### config.mk
export PLATFORM = sky130hd
export DESIGN_NAME = sorted_array_linked_list_flat
export DESIGN_NICKNAME = d
export VERILOG_FILES = /design/src/hdl/sal_pkg.sv /design/src/hdl/sal_in_if.sv /design/src/hdl/sal_out_if.sv /design/src/hdl/sorted_array_linked_list.sv /design/src/hdl/sal_key_ram.sv /design/src/hdl/sal_link_ram.sv /design/src/flat_wrapper.sv
export SDC_FILE = /design/constraint.sdc
export NUM_CORES = 2
export LEC_CHECK = 0
export BUFFER_PORTS_ARGS = -buffer_cell sky130_fd_sc_hd__buf_2
export CELL_PAD_IN_SITES_DETAIL_PLACEMENT = 1
export CELL_PAD_IN_SITES_GLOBAL_PLACEMENT = 2
export CORE_UTILIZATION = 25
export CTS_CLUSTER_SIZE = 8
export DETAILED_ROUTE_END_ITERATION = 16
export GPL_TIMING_DRIVEN = 0
export PLACE_DENSITY = 0.41
export SYNTH_ARGS = -nofsm -noshare
export SYNTH_HDL_FRONTEND = slang
export SYNTH_HIERARCHICAL = 1
export SYNTH_SLANG_ARGS = --single-unit
### constraint.sdc
create_clock -name clk -period 5.8 [get_ports clk]
set_input_delay 1.45 -clock clk [delete_from_list [all_inputs] [get_ports clk]]
set_output_delay 1.45 -clock clk [all_outputs]
set_load 0.01 [all_outputs]
### src/hdl/sal_pkg.sv
// Shared types, constants and helper functions of the sorted linked-list block.
package sal_pkg;

  localparam int NODE_COUNT = 64;
  localparam int IDX_W      = (NODE_COUNT > 1) ? $clog2(NODE_COUNT) : 1;
  localparam int LINK_W     = IDX_W + 1;
  localparam int CNT_W      = IDX_W + 1;
  localparam int KEY_W      = 32;
  localparam int POS_W      = 7;
  localparam int STATUS_W   = 3;

  typedef logic [IDX_W-1:0]         idx_t;
  typedef logic [LINK_W-1:0]        link_t;
  typedef logic [CNT_W-1:0]         cnt_t;
  typedef logic signed [KEY_W-1:0]  key_t;
  typedef logic signed [POS_W-1:0]  pos_t;

  localparam link_t LINK_NULL = {LINK_W{1'b1}};
  localparam pos_t  POS_NULL  = {POS_W{1'b1}};
  localparam cnt_t  CNT_NODES = CNT_W'(NODE_COUNT);

  localparam logic KIND_INSERT = 1'b0;
  localparam logic KIND_LOOKUP = 1'b1;

  typedef enum logic [STATUS_W-1:0] {
    ST_INSERTED  = 3'd0,
    ST_DUPLICATE = 3'd1,
    ST_FULL      = 3'd2,
    ST_FOUND     = 3'd3,
    ST_MISSING   = 3'd4
  } status_t;

  // A link is a node only when it lies inside the store; anything else is null.
  function automatic logic node_valid(input link_t n);
    return n < LINK_W'(NODE_COUNT);
  endfunction

  // Link held by an entry that has never been written: the next node, or null.
  function automatic link_t link_reset(input idx_t i);
    link_t nxt;
    nxt = LINK_W'(i) + LINK_W'(1);
    if (node_valid(nxt)) begin
      return nxt;
    end
    return LINK_NULL;
  endfunction

  // Node index as it appears on the result channel.
  function automatic pos_t enc_pos(input link_t n);
    if (!node_valid(n)) begin
      return POS_NULL;
    end
    return POS_W'(n);
  endfunction

endpackage

### src/hdl/sal_in_if.sv
// Request channel: operation kind and key.
interface sal_in_if;
  logic              valid;
  logic              ready;
  logic              kind;
  sal_pkg::key_t     key;

  modport source (output valid, kind, key, input ready);
  modport sink   (input valid, kind, key, output ready);
endinterface

### src/hdl/sal_out_if.sv
// Result channel: status, node position and predecessor.
interface sal_out_if;
  logic              valid;
  logic              ready;
  sal_pkg::status_t  status;
  sal_pkg::pos_t     position;
  sal_pkg::pos_t     predecessor;

  modport source (output valid, status, position, predecessor, input ready);
  modport sink   (input valid, status, position, predecessor, output ready);
endinterface

### src/hdl/sorted_array_linked_list.sv
// Top level: list walk sequencer, insert relinking and result register.
//
//   Channel   Direction  Handshake         Payload
//   in_ch     sink       valid / ready     kind, key
//   out_ch    source     valid / ready     status, position, predecessor
//
// An item visits at most NODE_COUNT nodes in the walk, then passes the resolve and done
// states; an insert that links after an existing node adds the relink state between them,
// and a list that holds every node takes no insert.
// The walk takes one node per cycle, as the key and link RAMs have registered reads.
// Reset empties the list at once; the link store needs no clearing pass, as a fill
// mark supplies the reset links. One item is in work at a time; a result waiting
// on out_ch holds the sequencer in its final state until the slot frees.
module sorted_array_linked_list (
  input  logic      clk,
  input  logic      rst_n,
  sal_in_if.sink    in_ch,
  sal_out_if.source out_ch
);

  typedef enum logic [4:0] {
    S_IDLE    = 5'b00001,
    S_WALK    = 5'b00010,
    S_RESOLVE = 5'b00100,
    S_WR_PREV = 5'b01000,
    S_DONE    = 5'b10000
  } state_t;

  state_t            state_r, state_nxt;
  logic              kind_r, kind_nxt;
  sal_pkg::key_t     key_r, key_nxt;
  sal_pkg::link_t    cur_r, cur_nxt;
  sal_pkg::link_t    prev_r, prev_nxt;
  sal_pkg::cnt_t     steps_r, steps_nxt;
  logic              hit_r, hit_nxt;
  sal_pkg::link_t    head_r, head_nxt;
  sal_pkg::cnt_t     fill_r, fill_nxt;
  sal_pkg::idx_t     node_r, node_nxt;
  sal_pkg::status_t  res_status_r, res_status_nxt;
  sal_pkg::pos_t     res_pos_r, res_pos_nxt;
  sal_pkg::pos_t     res_pred_r, res_pred_nxt;
  logic              out_valid_r, out_valid_nxt;
  sal_pkg::status_t  out_status_r, out_status_nxt;
  sal_pkg::pos_t     out_pos_r, out_pos_nxt;
  sal_pkg::pos_t     out_pred_r, out_pred_nxt;

  logic              rd_en;
  sal_pkg::idx_t     rd_addr;
  logic              kwr_en;
  logic              lwr_en;
  sal_pkg::idx_t     lwr_addr;
  sal_pkg::link_t    lwr_data;
  sal_pkg::key_t     key_q;
  sal_pkg::link_t    link_q;
  sal_pkg::cnt_t     steps_inc;
  logic              free_ok;
  sal_pkg::idx_t     free_node;

  sal_key_ram u_key_ram (
    .clk     (clk),
    .wr_en   (kwr_en),
    .wr_addr (free_node),
    .wr_data (key_r),
    .rd_en   (rd_en),
    .rd_addr (rd_addr),
    .rd_data (key_q)
  );

  sal_link_ram u_link_ram (
    .clk     (clk),
    .fill    (fill_r),
    .wr_en   (lwr_en),
    .wr_addr (lwr_addr),
    .wr_data (lwr_data),
    .rd_en   (rd_en),
    .rd_addr (rd_addr),
    .rd_data (link_q)
  );

  assign steps_inc = steps_r + sal_pkg::CNT_W'(1);
  assign free_ok   = fill_r < sal_pkg::CNT_NODES;
  assign free_node = fill_r[sal_pkg::IDX_W-1:0];

  assign in_ch.ready        = (state_r == S_IDLE);
  assign out_ch.valid       = out_valid_r;
  assign out_ch.status      = out_status_r;
  assign out_ch.position    = out_pos_r;
  assign out_ch.predecessor = out_pred_r;

  always_comb begin
    state_nxt      = state_r;
    kind_nxt       = kind_r;
    key_nxt        = key_r;
    cur_nxt        = cur_r;
    prev_nxt       = prev_r;
    steps_nxt      = steps_r;
    hit_nxt        = hit_r;
    head_nxt       = head_r;
    fill_nxt       = fill_r;
    node_nxt       = node_r;
    res_status_nxt = res_status_r;
    res_pos_nxt    = res_pos_r;
    res_pred_nxt   = res_pred_r;
    out_valid_nxt  = out_valid_r && !out_ch.ready;
    out_status_nxt = out_status_r;
    out_pos_nxt    = out_pos_r;
    out_pred_nxt   = out_pred_r;
    rd_en          = 1'b0;
    rd_addr        = '0;
    kwr_en         = 1'b0;
    lwr_en         = 1'b0;
    lwr_addr       = '0;
    lwr_data       = sal_pkg::LINK_NULL;

    case (state_r)
      S_IDLE: begin
        if (in_ch.valid) begin
          kind_nxt  = in_ch.kind;
          key_nxt   = in_ch.key;
          prev_nxt  = sal_pkg::LINK_NULL;
          steps_nxt = '0;
          cur_nxt   = head_r;
          hit_nxt   = 1'b0;
          if (sal_pkg::node_valid(head_r)) begin
            rd_en     = 1'b1;
            rd_addr   = head_r[sal_pkg::IDX_W-1:0];
            state_nxt = S_WALK;
          end else begin
            state_nxt = S_RESOLVE;
          end
        end
      end

      S_WALK: begin
        // The read of cur_r has landed; the next node's read goes out in the same cycle.
        if (key_q >= key_r) begin
          hit_nxt   = (key_q == key_r);
          state_nxt = S_RESOLVE;
        end else begin
          prev_nxt  = cur_r;
          cur_nxt   = link_q;
          steps_nxt = steps_inc;
          if (sal_pkg::node_valid(link_q) && (steps_inc < sal_pkg::CNT_NODES)) begin
            rd_en   = 1'b1;
            rd_addr = link_q[sal_pkg::IDX_W-1:0];
          end else begin
            state_nxt = S_RESOLVE;
          end
        end
      end

      S_RESOLVE: begin
        res_pred_nxt = sal_pkg::enc_pos(prev_r);
        state_nxt    = S_DONE;
        if (kind_r == sal_pkg::KIND_LOOKUP) begin
          res_status_nxt = hit_r ? sal_pkg::ST_FOUND : sal_pkg::ST_MISSING;
          res_pos_nxt    = hit_r ? sal_pkg::enc_pos(cur_r) : sal_pkg::POS_NULL;
        end else if (!free_ok) begin
          res_status_nxt = sal_pkg::ST_FULL;
          res_pos_nxt    = sal_pkg::POS_NULL;
        end else if (hit_r) begin
          res_status_nxt = sal_pkg::ST_DUPLICATE;
          res_pos_nxt    = sal_pkg::enc_pos(cur_r);
        end else begin
          // Pop the free head, store the key and point the new node at the stop point.
          res_status_nxt = sal_pkg::ST_INSERTED;
          res_pos_nxt    = sal_pkg::enc_pos(sal_pkg::LINK_W'(free_node));
          kwr_en         = 1'b1;
          lwr_en         = 1'b1;
          lwr_addr       = free_node;
          lwr_data       = sal_pkg::node_valid(head_r) ? cur_r : sal_pkg::LINK_NULL;
          fill_nxt       = fill_r + sal_pkg::CNT_W'(1);
          node_nxt       = free_node;
          if (sal_pkg::node_valid(prev_r)) begin
            state_nxt = S_WR_PREV;
          end else begin
            head_nxt = sal_pkg::LINK_W'(free_node);
          end
        end
      end

      S_WR_PREV: begin
        lwr_en    = 1'b1;
        lwr_addr  = prev_r[sal_pkg::IDX_W-1:0];
        lwr_data  = sal_pkg::LINK_W'(node_r);
        state_nxt = S_DONE;
      end

      S_DONE: begin
        if (!out_valid_r || out_ch.ready) begin
          out_valid_nxt  = 1'b1;
          out_status_nxt = res_status_r;
          out_pos_nxt    = res_pos_r;
          out_pred_nxt   = res_pred_r;
          state_nxt      = S_IDLE;
        end
      end

      default: begin
        state_nxt = S_IDLE;
      end
    endcase
  end

  always_ff @(posedge clk) begin
    if (!rst_n) begin
      state_r     <= S_IDLE;
      head_r      <= sal_pkg::LINK_NULL;
      fill_r      <= '0;
      out_valid_r <= 1'b0;
    end else begin
      state_r     <= state_nxt;
      head_r      <= head_nxt;
      fill_r      <= fill_nxt;
      out_valid_r <= out_valid_nxt;
    end
  end

  always_ff @(posedge clk) begin
    kind_r       <= kind_nxt;
    key_r        <= key_nxt;
    cur_r        <= cur_nxt;
    prev_r       <= prev_nxt;
    steps_r      <= steps_nxt;
    hit_r        <= hit_nxt;
    node_r       <= node_nxt;
    res_status_r <= res_status_nxt;
    res_pos_r    <= res_pos_nxt;
    res_pred_r   <= res_pred_nxt;
    out_status_r <= out_status_nxt;
    out_pos_r    <= out_pos_nxt;
    out_pred_r   <= out_pred_nxt;
  end

  // The fill mark doubles as the free head and never passes the store size.
  a_fill_bound: assert property (@(posedge clk) disable iff (!rst_n)
    fill_r <= sal_pkg::CNT_NODES)
    else $error("fill mark beyond node store");

  // A key is only written while a free node exists.
  a_key_write_free: assert property (@(posedge clk) disable iff (!rst_n)
    kwr_en |-> free_ok)
    else $error("key written with no free node");

  // Linking after a predecessor only happens with a real predecessor node.
  a_prev_valid: assert property (@(posedge clk) disable iff (!rst_n)
    (state_r == S_WR_PREV) |-> sal_pkg::node_valid(prev_r))
    else $error("relink with null predecessor");

  // An accepted item goes straight into the walk or the resolve step.
  a_accept_next: assert property (@(posedge clk) disable iff (!rst_n)
    (in_ch.valid && in_ch.ready) |=> (state_r == S_WALK || state_r == S_RESOLVE))
    else $error("accepted item did not start");

endmodule

### src/hdl/sal_key_ram.sv
// Key store: one write port, one registered read port.
module sal_key_ram (
  input  logic                clk,
  input  logic                wr_en,
  input  sal_pkg::idx_t       wr_addr,
  input  sal_pkg::key_t       wr_data,
  input  logic                rd_en,
  input  sal_pkg::idx_t       rd_addr,
  output sal_pkg::key_t       rd_data
);

  sal_pkg::key_t mem [sal_pkg::NODE_COUNT];
  sal_pkg::key_t q_r;

  always_ff @(posedge clk) begin
    if (wr_en) begin
      mem[wr_addr] <= wr_data;
    end
    if (rd_en) begin
      q_r <= mem[rd_addr];
    end
  end

  assign rd_data = q_r;

endmodule

### src/hdl/sal_link_ram.sv
// Link store with a fill mark: entries at or above the mark read as their reset link.
module sal_link_ram (
  input  logic                clk,
  input  sal_pkg::cnt_t       fill,
  input  logic                wr_en,
  input  sal_pkg::idx_t       wr_addr,
  input  sal_pkg::link_t      wr_data,
  input  logic                rd_en,
  input  sal_pkg::idx_t       rd_addr,
  output sal_pkg::link_t      rd_data
);

  sal_pkg::link_t mem [sal_pkg::NODE_COUNT];
  sal_pkg::link_t q_r;
  sal_pkg::idx_t  addr_r;

  always_ff @(posedge clk) begin
    if (wr_en) begin
      mem[wr_addr] <= wr_data;
    end
    if (rd_en) begin
      q_r    <= mem[rd_addr];
      addr_r <= rd_addr;
    end
  end

  // Nodes are handed out in index order, so every entry below the mark has been written.
  assign rd_data = (sal_pkg::CNT_W'(addr_r) < fill) ? q_r : sal_pkg::link_reset(addr_r);

endmodule

### src/flat_wrapper.sv
// flat-port wrapper written by rule: the top's interface ports become plain ports
module sorted_array_linked_list_flat 
  (clk, rst_n, in_ch_valid, in_ch_kind, in_ch_key, in_ch_ready, out_ch_valid, out_ch_status, out_ch_position, out_ch_predecessor, out_ch_ready);
  sal_in_if in_ch_i ();
  sal_out_if out_ch_i ();
  input  logic clk;
  input  logic rst_n;
  input wire logic [$bits(in_ch_i.valid)-1:0] in_ch_valid;
  input wire logic [$bits(in_ch_i.kind)-1:0] in_ch_kind;
  input wire logic [$bits(in_ch_i.key)-1:0] in_ch_key;
  output wire logic [$bits(in_ch_i.ready)-1:0] in_ch_ready;
  output wire logic [$bits(out_ch_i.valid)-1:0] out_ch_valid;
  output wire logic [$bits(out_ch_i.status)-1:0] out_ch_status;
  output wire logic [$bits(out_ch_i.position)-1:0] out_ch_position;
  output wire logic [$bits(out_ch_i.predecessor)-1:0] out_ch_predecessor;
  input wire logic [$bits(out_ch_i.ready)-1:0] out_ch_ready;
  assign in_ch_i.valid = in_ch_valid;
  assign in_ch_i.kind = in_ch_kind;
  assign in_ch_i.key = in_ch_key;
  assign in_ch_ready = in_ch_i.ready;
  assign out_ch_valid = out_ch_i.valid;
  assign out_ch_status = out_ch_i.status;
  assign out_ch_position = out_ch_i.position;
  assign out_ch_predecessor = out_ch_i.predecessor;
  assign out_ch_i.ready = out_ch_ready;
  sorted_array_linked_list u_core (.clk(clk), .rst_n(rst_n), .in_ch(in_ch_i), .out_ch(out_ch_i));
endmodule
==> flow_summary.toml <==
[logic_synthesis]
syn_nets = 4918
synth_top_area_cell = "edfxtp_1"
yosysSeqAreaShare_pct = 77.29
netlist.area_leader.share_pct = 76.90
syn-cell-area_mm2 = 0.1029
synth_area_leaders = "edfxtp_1 (77%), mux4_2 (12%), mux2i_1 (1.8%)"
ys_ff_latch = 2656
synth_warnings = 6
syn_inst = 4841
synth.avg_cell_area_um2 = 21.26
async_flop_share_pct = 0
synth_cell_type_count = 74
ys.flop_type = "edfxtp_1"
synth-edff-count = 2636

[global_routing]
grtUsageTotal_pct = 17.79
grt_pass1_vias = 56259
grt_pass1_wl_um = 504700
antenna_found_initial = 30
grt_max_degree = 65
gr-total-overflow = 0

[timing]
final_max_slew_viol_count = 0
tightestPinTransition_ps = 1238
finalHoldViolCount = 0
holdWs_ps = 416.9
fin_skew_ps = 100.9
slew_headroom_pct = 16.84
rsz0062_at_grt = "yes"
fin_crit_sh_pct = 98.04
fmax_mhz = 175.9
post-route-min-period_ps = 5686
setup_viol = 0

[cts]
cts.clk_slew.worst_paths_ps = 50
root_buffer = "clkbuf_16"
cts_buffers = 374
clk_latency_ps = 940
clockBufferDepth = 4
ctsHoldBuffers = 0
ctsHtreeMaxLevel = 5
cts_tree = "done"
clock_sinks = 2656

[critical_path]
worst-path-buf-inv = 7
arrival_ps = 6340
max_stage_delay_ps = 780
worstPathCellList = "buf_16, inv_1, ha_1, nand2_1, o21ai_0, o2bb2ai_1, o41a_1, o21ai_2, nand3b_4, buf_12, o31ai_4, buf_12, buf_6, buf_4, nand2b_4, clkbuf_2, o22ai_1, o41ai_4, a21oi_2"
critPathMostFrequentCell = "buf_12"
cp_top_family = "compound AO/OA/AOI/OAI gates"
worstSetupStartpointType = "flop"
cp.required_ps = 6460
r2r-start = "u_core/key_r[7]"
worstPathMaxFanout = 22
crit_path_top_delay_cell = "edfxtp_1"
worstSetupPathType = "reg -> reg"
endpoint_kind = "flop"
reg2reg_to = "u_core/u_key_ram/rd_data[18]"
ff2ff_setup_slack_ps = 110
reg2regPathDepth = 19

[cells_and_area]
layout_common_cells = "edfxtp_1 (2636), mux4_2 (537), clkbuf_16 (385), mux2i_1 (177), nor2_1 (123)"
area_growth_pct = 23.62
finalNetCount = 5598
layout-drive-gt1-share_pct = 30.74
layout_commonest_cell = "edfxtp_1"

[floorplan]
die_h_um = 643.7
dieWidth_um = 643.7
coreArea_mm2 = 0.4099
num_rows = 235
initial_utilization_pct = 25.11
die-area_mm2 = 0.4143
io_pins = 56

[hold_path]
holdPathStages = 0
worstHoldStart = "u_core/res_status_r[2]"
hold_path.class = "reg -> reg"
hold_end = "u_core/out_ch.status[2]"

[drt]
viasPerCell = 4.726
avgRoutedWirePerCell_um = 33.74
drt-initial-drc-count = 4334
ant_nets = 0
drt_pass1_iterations = 7
wl_um = 373000
dr_total_vias = 52246
drc = 0

[status]
status = "finished, final reports clean"

[pwr]
p_leak_nw = 39.89
finalPower_mw = 42.44
irDropWorstVdd_v = 0.0002280
powerDensity_mw_per_mm2 = 333.6

[place]
place_hpwl_um = 256700
place.port_buffers = 55
routabilityCongestion = 0.7705

[job]
max_cap_violations = 0
-- power breakdown --
part           internal [mW]  total (mW)  switching (mW)  leakage [nW]
Sequential              21.3        21.3          0.0690          25.1
Clock                   11.8        19.9            8.10          4.95
Combinational          0.440        1.22           0.784          9.83
Total                   33.5        42.4            8.95          39.9
-- state kept, by name, summed over array words and instances (netlist names), 32 cells and up --
name,count
u_core/u_link_ram/mem,448
u_core/u_key_ram/mem,2048
u_core/key_r,32
u_core/u_key_ram/rd_data,32
-- synth_stat cells (16+ instances only) --
library cell	instances
buf_6	32
o21ai_0	37
nand2_1	129
buf_2	68
or3_1	17
buf_4	54
inv_1	43
nand3_1	67
mux2_2	34
mux4_2	537
mux4_1	19
nor2_1	191
a21oi_1	76
edfxtp_1	2636
clkbuf_1	92
o22ai_1	58
a22oi_1	124
a22o_1	22
a31oi_1	22
nand2b_1	20
ha_1	40
nor2b_1	36
dfxtp_1	20
mux2i_1	189
o221ai_1	25
and2_1	24
a221oi_1	19
nor3_1	19
o41ai_1	16
-- worst max path at each step --
| stage | start | endpoint | slack (ps) | depth (start not counted) |
|---|---|---|---|---|
| floorplan | u_core/key_r[25] | u_core/u_key_ram/rd_data[0] | 780 | 9 |
| global placement | u_core/key_r[8] | u_core/u_key_ram/rd_data[10] | -7200 | 14 |
| detailed placement | u_core/key_r[15] | u_core/u_key_ram/rd_data[26] | -2840 | 17 |
| CTS | u_core/key_r[27] | u_core/u_key_ram/rd_data[29] | 1 | 23 |
| global route | u_core/key_r[27] | u_core/u_key_ram/rd_data[1] | -2 | 23 |
| finish | u_core/key_r[7] | u_core/u_key_ram/rd_data[18] | 110 | 19 |
-- layer usage --
metal	vias up	wire length (µm)	track usage [%]
met2	1213	187200	31.11
li1	21564	-	-
met4	0	9045	4.031
met5	-	0	0
met1	29011	163100	23.54
met3	458	13600	2.106
-- through the flow --
stage / instances / setup TNS [ps] / utilization [%] / instance area, µm² / setup WS, ps
2_1_floorplan: 4841 / 0 / - / 102900 / 780.3
3_3_place_gp: 10347 / -5257300 / 26.84 / 110000 / -7203
3_5_place_dp: 10552 / -97100 / 28.11 / 115200 / -2838
4_1_cts: 11041 / 0 / 30.91 / 126700 / 1.091
5_1_grt: 11048 / -1.519 / 31.04 / 127200 / -1.519
6_report: 11054 / 0 / 31.04 / 127200 / 113.9
-- kinds of logic after synthesis --
| family | after synthesis | share of synthesized area (%) |
|---|---|---|
| flip-flops | 2656 | 77.29 |
| multiplexers | 779 | 14.44 |
| AND/OR/NAND/NOR | 573 | 2.689 |
| AO/OA/AOI/OAI | 473 | 3.248 |
| buffers and inverters | 306 | 1.721 |
| adder cells (fa/ha/maj) | 40 | 0.4862 |
| XOR/XNOR | 14 | 0.1191 |
-- final cells by class --
cell class / count / area, µm²
Timing Repair Buffer: 311 / 5351
Fill cell: 40763 / 282600
Inverter: 43 / 161.4
Antenna cell: 7 / 17.52
Buffer: 256 / 2245
Sequential cell: 2656 / 79560
Clock inverter: 25 / 346.6
Tap cell: 5451 / 6820
Multi-Input combinational cell: 1879 / 22960
Clock buffer: 426 / 9777
-- repair_timing --
item / CTS / global route
setup endpoints to repair: 39 / 39
setup buffers: 42 / 8
pin swaps: 17 / 8
gates cloned: 0 / 1
resized for setup: 276 / 112
(Power assumes the default switching activity.)
